--- src/rtl/core/u8se_pkg.sv ---
// Package for the UTF-8 sanitiser: controller/datapath structs, escape characters
// and the lead-byte and hex-digit helpers.
// No dependencies.
package u8se_pkg;

	localparam logic [7:0] CH_BSLASH = 8'h5C;
	localparam logic [7:0] CH_X      = 8'h78;
	localparam logic [7:0] CH_LBRACE = 8'h7B;
	localparam logic [7:0] CH_RBRACE = 8'h7D;

	// index of the character within a six-character escape
	localparam logic [2:0] ESC_BSLASH = 3'd0;
	localparam logic [2:0] ESC_X      = 3'd1;
	localparam logic [2:0] ESC_LBRACE = 3'd2;
	localparam logic [2:0] ESC_HI     = 3'd3;
	localparam logic [2:0] ESC_LO     = 3'd4;
	localparam logic [2:0] ESC_RBRACE = 3'd5;

	localparam logic [20:0] CP_MIN3     = 21'h000800;
	localparam logic [20:0] CP_SURR_LO  = 21'h00D800;
	localparam logic [20:0] CP_SURR_HI  = 21'h00DFFF;
	localparam logic [20:0] CP_MIN4     = 21'h010000;
	localparam logic [20:0] CP_MAX      = 21'h10FFFF;

	typedef struct packed {
		logic load;    // take the input word into the buffer
		logic decide;  // latch the action for the head sequence
		logic emit;    // produce one output character
	} u8se_cmd_t;

	typedef struct packed {
		logic empty;      // nothing pending
		logic stall;      // head sequence incomplete, more bytes needed
		logic out_free;   // output register can take a character
		logic last_emit;  // this character closes the current action
	} u8se_stat_t;

	// expected sequence length from the lead byte, 0 for an invalid lead
	function automatic logic [2:0] lead_len(input logic [7:0] b);
		logic [2:0] r;
		if (b[7] == 1'b0)
			r = 3'd1;
		else if (b[7:5] == 3'b110)
			r = 3'd2;
		else if (b[7:4] == 4'b1110)
			r = 3'd3;
		else if (b[7:3] == 5'b11110)
			r = 3'd4;
		else
			r = 3'd0;
		return r;
	endfunction

	function automatic logic [7:0] hex_digit(input logic [3:0] v);
		logic [7:0] r;
		if (v < 4'd10)
			r = 8'h30 + {4'd0, v};
		else
			r = 8'h57 + {4'd0, v};
		return r;
	endfunction

	function automatic logic [7:0] esc_char(input logic [2:0] idx, input logic [7:0] b);
		logic [7:0] r;
		case (idx)
			ESC_BSLASH: r = CH_BSLASH;
			ESC_X:      r = CH_X;
			ESC_LBRACE: r = CH_LBRACE;
			ESC_HI:     r = hex_digit(b[7:4]);
			ESC_LO:     r = hex_digit(b[3:0]);
			ESC_RBRACE: r = CH_RBRACE;
			default:    r = CH_RBRACE;
		endcase
		return r;
	endfunction

endpackage

--- src/rtl/core/u8se_ctrl.sv ---
// Controller of the UTF-8 sanitiser: sequences load, decide and emit steps.
// Depends on u8se_pkg.
module u8se_ctrl (
	input  logic                  clk,
	input  logic                  arst_n,
	input  logic                  in_valid,
	output logic                  in_ready,
	input  u8se_pkg::u8se_stat_t  stat,
	output u8se_pkg::u8se_cmd_t   cmd
);
	import u8se_pkg::*;

	localparam logic [1:0] S_IDLE   = 2'd0;
	localparam logic [1:0] S_DECIDE = 2'd1;
	localparam logic [1:0] S_EMIT   = 2'd2;

	logic [1:0] state_q;
	logic [1:0] state_d;

	assign in_ready = (state_q == S_IDLE);

	always_comb begin
		state_d    = state_q;
		cmd.load   = 1'b0;
		cmd.decide = 1'b0;
		cmd.emit   = 1'b0;
		case (state_q)
			S_IDLE: begin
				if (in_valid) begin
					cmd.load = 1'b1;
					state_d  = S_DECIDE;
				end
			end
			S_DECIDE: begin
				if (stat.empty || stat.stall) begin
					state_d = S_IDLE;
				end else begin
					cmd.decide = 1'b1;
					state_d    = S_EMIT;
				end
			end
			S_EMIT: begin
				if (stat.out_free) begin
					cmd.emit = 1'b1;
					if (stat.last_emit)
						state_d = S_DECIDE;
				end
			end
			default: state_d = S_IDLE;
		endcase
	end

	always_ff @(posedge clk or negedge arst_n) begin
		if (!arst_n)
			state_q <= S_IDLE;
		else
			state_q <= state_d;
	end

endmodule

--- src/rtl/core/u8se_dp.sv ---
// Datapath of the UTF-8 sanitiser: byte buffer, sequence check, escape
// generator and output register.
// Depends on u8se_pkg.
module u8se_dp (
	input  logic                  clk,
	input  logic                  arst_n,
	input  u8se_pkg::u8se_cmd_t   cmd,
	output u8se_pkg::u8se_stat_t  stat,
	input  logic [7:0]            in_byte,
	input  logic                  in_final,
	output logic                  out_valid,
	input  logic                  out_ready,
	output logic [7:0]            out_byte,
	output logic                  run_end,
	output logic                  text_end
);
	import u8se_pkg::*;

	logic [7:0]  buf_q [4];
	logic [2:0]  cnt_q;
	logic        fin_q;
	logic [2:0]  rem_q;
	logic [2:0]  chr_q;
	logic        esc_q;
	logic        out_valid_q;
	logic [7:0]  out_byte_q;
	logic        run_end_q;
	logic        text_end_q;

	logic [2:0]  len0;
	logic [2:0]  len1;
	logic [2:0]  cnt_m1;
	logic [20:0] cp;
	logic        conts_ok;
	logic        range_ok;
	logic        seq_ok;
	logic        printable;
	logic        byte_done;
	logic        more;
	logic        last_char;
	logic [7:0]  char_d;

	assign len0   = lead_len(buf_q[0]);
	assign len1   = lead_len(buf_q[1]);
	assign cnt_m1 = cnt_q - 3'd1;

	always_comb begin
		cp       = {13'd0, buf_q[0]};
		conts_ok = 1'b1;
		range_ok = 1'b1;
		case (len0)
			3'd2: begin
				cp       = {10'd0, buf_q[0][4:0], buf_q[1][5:0]};
				conts_ok = (buf_q[1][7:6] == 2'b10);
				range_ok = (cp >= 21'h80);
			end
			3'd3: begin
				cp       = {5'd0, buf_q[0][3:0], buf_q[1][5:0], buf_q[2][5:0]};
				conts_ok = (buf_q[1][7:6] == 2'b10) && (buf_q[2][7:6] == 2'b10);
				range_ok = (cp >= CP_MIN3) && !((cp >= CP_SURR_LO) && (cp <= CP_SURR_HI));
			end
			3'd4: begin
				cp       = {buf_q[0][2:0], buf_q[1][5:0], buf_q[2][5:0], buf_q[3][5:0]};
				conts_ok = (buf_q[1][7:6] == 2'b10) && (buf_q[2][7:6] == 2'b10)
					&& (buf_q[3][7:6] == 2'b10);
				range_ok = (cp >= CP_MIN4) && (cp <= CP_MAX);
			end
			default: begin
				cp       = {13'd0, buf_q[0]};
				conts_ok = 1'b1;
				range_ok = 1'b1;
			end
		endcase
	end

	assign seq_ok    = (len0 != 3'd0) && (cnt_q >= len0) && conts_ok && range_ok;
	assign printable = !((cp < 21'h20) || (cp == 21'h7F) || ((cp >= 21'h80) && (cp <= 21'h9F)));

	assign byte_done = !esc_q || (chr_q == ESC_RBRACE);
	assign last_char = byte_done && (rem_q == 3'd1);
	// does the rest of the buffer still produce output in this step
	assign more      = (cnt_m1 != 3'd0) && (fin_q || (len1 == 3'd0) || (cnt_m1 >= len1));
	assign char_d    = esc_q ? esc_char(chr_q, buf_q[0]) : buf_q[0];

	assign stat.empty     = (cnt_q == 3'd0);
	assign stat.stall     = (len0 != 3'd0) && (cnt_q < len0) && !fin_q;
	assign stat.out_free  = !out_valid_q || out_ready;
	assign stat.last_emit = last_char;

	always_ff @(posedge clk or negedge arst_n) begin
		if (!arst_n) begin
			cnt_q <= 3'd0;
			fin_q <= 1'b0;
			rem_q <= 3'd0;
			chr_q <= 3'd0;
			esc_q <= 1'b0;
		end else begin
			if (cmd.load) begin
				cnt_q <= cnt_q + 3'd1;
				fin_q <= in_final;
			end
			if (cmd.decide) begin
				rem_q <= seq_ok ? len0 : 3'd1;
				esc_q <= !(seq_ok && printable);
				chr_q <= 3'd0;
			end
			if (cmd.emit) begin
				if (byte_done) begin
					cnt_q <= cnt_m1;
					rem_q <= rem_q - 3'd1;
					chr_q <= 3'd0;
				end else begin
					chr_q <= chr_q + 3'd1;
				end
			end
		end
	end

	always_ff @(posedge clk) begin
		if (cmd.load)
			buf_q[cnt_q[1:0]] <= in_byte;
		if (cmd.emit && byte_done) begin
			buf_q[0] <= buf_q[1];
			buf_q[1] <= buf_q[2];
			buf_q[2] <= buf_q[3];
		end
	end

	always_ff @(posedge clk or negedge arst_n) begin
		if (!arst_n)
			out_valid_q <= 1'b0;
		else if (cmd.emit)
			out_valid_q <= 1'b1;
		else if (out_ready)
			out_valid_q <= 1'b0;
	end

	always_ff @(posedge clk) begin
		if (cmd.emit) begin
			out_byte_q <= char_d;
			run_end_q  <= last_char && !more;
			text_end_q <= last_char && !more && fin_q;
		end
	end

	assign out_valid = out_valid_q;
	assign out_byte  = out_byte_q;
	assign run_end   = run_end_q;
	assign text_end  = text_end_q;

endmodule

--- src/rtl/core/utf8_sanitize_escape_top.sv ---
// Strict UTF-8 sanitiser with hex escapes of control code points and bad bytes.
// Slave stream of raw string bytes, s_tlast on the final byte; master stream of
// output text bytes, m_tuser on the last word caused by an input word, m_tlast
// on the last word of the string.
// A word is taken only while the controller is idle. After it is taken, one
// decide cycle judges the head sequence; a decided sequence then puts one word
// a cycle into the output register while it is free: one per passed byte, six
// per escaped byte, followed by a further decide cycle. The first output word
// is registered by the first emit after the decide cycle. A byte that leaves
// its sequence incomplete gives no output; the controller goes back to idle.
// The next input word is taken in the idle state that the last decide cycle
// of the step returns to.
// Up to three bytes stay pending between input words; the final byte flushes
// them all.
// A stalled receiver holds the output register and stops the emit sequence;
// no input word is taken until the last word of the step has entered the
// output register.
// Reset empties the pending buffer and the output register at once.
// Depends on u8se_pkg, u8se_ctrl, u8se_dp.
module utf8_sanitize_escape_top (
	input  logic       clk,
	input  logic       arst_n,
	input  logic       s_tvalid,
	output logic       s_tready,
	input  logic [7:0] s_tdata,   // [7:0] in_byte
	input  logic       s_tlast,   // in_final
	output logic       m_tvalid,
	input  logic       m_tready,
	output logic [7:0] m_tdata,   // [7:0] out_byte
	output logic       m_tuser,   // [0] run_end
	output logic       m_tlast    // text_end
);
	import u8se_pkg::*;

	u8se_cmd_t  cmd;
	u8se_stat_t stat;

	u8se_ctrl u_ctrl (
		.clk      (clk),
		.arst_n   (arst_n),
		.in_valid (s_tvalid),
		.in_ready (s_tready),
		.stat     (stat),
		.cmd      (cmd)
	);

	u8se_dp u_dp (
		.clk       (clk),
		.arst_n    (arst_n),
		.cmd       (cmd),
		.stat      (stat),
		.in_byte   (s_tdata),
		.in_final  (s_tlast),
		.out_valid (m_tvalid),
		.out_ready (m_tready),
		.out_byte  (m_tdata),
		.run_end   (m_tuser),
		.text_end  (m_tlast)
	);

	// end of string is always also end of the run for that word
	a_text_end_run: assert property (@(posedge clk) disable iff (!arst_n)
		m_tvalid && m_tlast |-> m_tuser)
		else $error("text end without run end");

	// a decided action never starts on an empty or incomplete buffer
	a_decide_ok: assert property (@(posedge clk) disable iff (!arst_n)
		cmd.decide |-> !stat.empty && !stat.stall)
		else $error("decide on empty or stalled buffer");

	// a freshly loaded word leaves the buffer non-empty
	a_load_fill: assert property (@(posedge clk) disable iff (!arst_n)
		cmd.load |=> !stat.empty)
		else $error("buffer empty after load");

	// an emit only happens while the output register can take the word
	a_emit_free: assert property (@(posedge clk) disable iff (!arst_n)
		cmd.emit |-> (!m_tvalid || m_tready))
		else $error("emit into a full output register");

endmodule
--- config.mk ---
export PLATFORM = sky130hd
export DESIGN_NAME = utf8_sanitize_escape_top
export DESIGN_NICKNAME = d
export VERILOG_FILES = /design/src/rtl/core/u8se_pkg.sv /design/src/rtl/core/u8se_ctrl.sv /design/src/rtl/core/u8se_dp.sv /design/src/rtl/core/utf8_sanitize_escape_top.sv
export SDC_FILE = /design/constraint.sdc
export NUM_CORES = 1
export LEC_CHECK = 0
export BUFFER_PORTS_ARGS = -buffer_cell sky130_fd_sc_hd__buf_4
export CORE_ASPECT_RATIO = 1.75
export CORE_MARGIN = 2
export CORE_UTILIZATION = 65
export CTS_BUF_LIST = sky130_fd_sc_hd__clkbuf_4 sky130_fd_sc_hd__clkbuf_8
export CTS_CLUSTER_DIAMETER = 30
export DETAILED_ROUTE_END_ITERATION = 8
export PLACE_DENSITY = 0.92
export SLEW_MARGIN = 25
export SYNTH_ARGS = -nofsm -noshare
export SYNTH_HDL_FRONTEND = slang
export SYNTH_SLANG_ARGS = --single-unit
--- constraint.sdc ---
create_clock -name clk -period 8 [get_ports clk]
set_clock_uncertainty 0.2 [all_clocks]
set_input_delay 1.6 -clock clk [delete_from_list [all_inputs] [get_ports clk]]
set_output_delay 1.6 -clock clk [all_outputs]
set_load 0.03 [all_outputs]
==> metrics.cfg <==
[setup_path]
crit_arrival_ns = 3.28
cpPeakStageDelay_ns = 0.77
cp.required_ns = 8.01
critical_path_buf_inv_count = 0
rr_worst_depth = 10
endpoint_kind = register
critPathSlowestCell = edfxtp_1
path_max_fanout = 18
crit_cells = 10
cp_common_cell = ha_1
path_class = register to register
start_kind = register
path_cells = ha_1, nand2b_4, nand2_1, ha_1, nor2b_1, o21ai_0, o211ai_1, nand3_1, or2b_2, o31a_1
critPathTopFamily = simple AND/OR/NAND/NOR gates

[floorplan]
rows = 36
dieArea_um2 = 6222
die_w_um = 60.49
start_util_pct = 66.05
fp.dieH_um = 102.9
io_pins = 25
core_um2 = 5495

[clock_network]
htreeDepth = 2
cts_tree = done
ctsHoldBuffers = 0
clock_path_buffers = 2
clk_pin_slew_ns = 0.11
root_buffer = clkbuf_8
post-cts-setup-buffers = 0
cts_resized = 0
clk-insertion-delay-late_ns = 0.32
numCtsBuffers = 5
clock_sinks = 56

[route]
wl_per_cell_um = 18.84
drt_iter0_drc = 300
drt_first_pass_iters = 5
drt-total-wl_um = 9082
postRouteAntennaNets = 0
vias = 3068
drc = 0
via_per_inst = 6.365

[synthesis]
synth_top_cell_area_share_pct = 34.75
ys_seq_area_share_pct = 44.40
synthCells = 389
ys_seq_elements = 56
synth_area_um2 = 3630
ys_types = 70
ys.flop_type = edfxtp_1
async_flop_share_pct = 25.00
yosys_warnings = 0
synth_top_area_cell = edfxtp_1
synth.net_count = 426
synth_edf_count = 42
synth.top_cells.by_area = edfxtp_1 (35%), dfrtp_1 (9.7%), nand2_1 (9.0%)
syn_area_per_cell_um2 = 9.331

[grt]
grt_pass1_vias = 3077
grt_max_degree = 28
grt_pass1_wl_um = 14870
grt_overflow = 0
antenna_found_initial = 0
groute.usage.overall_pct = 32.40

[sta]
fin_crit_sh_pct = 40.84
fin_setup_tns_ns = 0
rsz0062_at_grt = no
period_needed_ns = 3.267
finalSetupViolations = 0
relSlewSlack_pct = 56.61
slew_viol_final = 0
timing.fmax_mhz = 306.1
finalHoldViolCount = 0
tightest_slew_ns = 0.6508

[finish]
areaGrowthSynthToFinish_pct = 7.377
antenna_cells = 0
fillerInstances = 449
drive_gt1_share_pct = 12.81
nets = 442

[hold_path]
worstHoldPathCells = 2
hp-class = register to register

[pwr]
peakVddDrop_mv = 0.1936
total_power_w = 0.001265
powerDensity_nw_per_um2 = 324.6
p_leak_nw = 1.574

[status]
status = finished clean

[place]
post-dp-hpwl_um = 7051
io_buffers = 24
gp_congestion = 1.023

[run]
cap_violations = 0

-- area by class of cell --
type | instances | area [µm²] | area share [%]
Sequential cell | 56 | 1612 | 41.35
Clock inverter | 2 | 13.76 | 0.3531
Tap cell | 76 | 95.09 | 2.440
Multi-Input combinational cell | 294 | 1827 | 46.87
Inverter | 23 | 86.33 | 2.215
Timing Repair Buffer | 25 | 187.7 | 4.815
Clock buffer | 6 | 76.32 | 1.958
-- registers in the layout, indices dropped and copies added (netlist names) --
signal	cells
u_ctrl.state_q	2
u_dp.buf_q	32
u_dp.chr_q	3
u_dp.cnt_q	3
u_dp.esc_q	1
u_dp.fin_q	1
u_dp.out_byte	8
u_dp.out_valid	1
u_dp.rem_q	3
u_dp.run_end	1
u_dp.text_end	1
-- metal layers --
| metal | global-route usage [%] | vias up | share of wire, % |
|---|---|---|---|
| met5 | 0 | - | 0 |
| met4 | 14.72 | 0 | 4.0 |
| met3 | 4.015 | 34 | 5.8 |
| met2 | 59.11 | 166 | 55 |
| met1 | 36.45 | 1434 | 35 |
| li1 | - | 1434 | - |
-- stage by stage --
stage               instance area (µm²)  std cells  setup slack, ns  utilization [%]  hold WS [ns]
floorplan                          3630        389            5.047                -        0.2816
global placement                   3807        474            4.684            69.29        0.3051
detailed placement                 3807        474            4.610            69.29        0.3185
CTS                                3897        482            4.776            70.92        0.3448
global route                       3897        482            4.535            70.92        0.4064
finish                             3897        482            4.733            70.92        0.3406
-- cells in the mapped netlist (all sizes together) (3+ instances only) --
master and instances:
clkbuf 11, a221oi 3, o211ai 5, nor2 23, a31oi 6, a21oi 12, ha 24, nand2 88
nand4 8, nor3b 3, nor2b 6, a22oi 6, a211oi 6, xnor2 3, nor3 8, nor4 4
inv 23, and2 4, buf 5, edfxtp 42, or3 3, nand3 16, dfrtp 14, o21ai 24
nand2b 10
-- power breakdown --
group	switching, W	internal [W]
Combinational	0.000349	0.000214
Sequential	0.000114	0.000431
Clock	0.0000910	0.0000660
Total	0.000554	0.000711
-- cells by family (layout without fill, tap and decap cells) --
group | count (synthesis) | after routing | synth area share, %
AO/OA/AOI/OAI | 83 | 83 | 15.75
XOR/XNOR | 3 | 3 | 0.7240
adder cells (fa/ha/maj) | 24 | 24 | 8.273
buffers and inverters | 39 | 56 | 5.274
flip-flops | 56 | 56 | 44.40
multiplexers | 1 | 1 | 0.2758
AND/OR/NAND/NOR | 183 | 183 | 25.30
-- cell usage in the layout, fill, tap and decap left out, drive strengths merged, types with 3 or more instances in the layout --
master,n
nand2,88
edfxtp,42
buf,25
ha,24
inv,24
o21ai,24
nor2,23
nand3,16
dfrtp,14
a21oi,12
nand2b,10
nor3,8
nand4,8
nor2b,6
a31oi,6
a22oi,6
a211oi,6
clkbuf,6
o211ai,5
and2,4
nor4,4
a221oi,3
xnor2,3
nor3b,3
or3,3
-- tightest hold or removal path: stages (launching register included) --
cell      delay [ns]
dfrtp_1         0.38
nand2b_1        0.08
nand2_1         0.06
-- worst paths after layout --
kind,from,endpoint,slack (ns)
hold / removal,u_dp.out_valid,u_dp.out_valid,0.34
max in group asynchronous,arst_n,u_dp.esc_q,6.52
setup reg to reg,u_dp.buf_q[0][5],u_dp.esc_q,4.73
min in group asynchronous,arst_n,u_dp.cnt_q[2],0.91
setup / recovery,u_dp.buf_q[0][5],u_dp.esc_q,4.73
hold reg to reg,u_dp.out_valid,u_dp.out_valid,0.34
(Power assumes the default switching activity.)
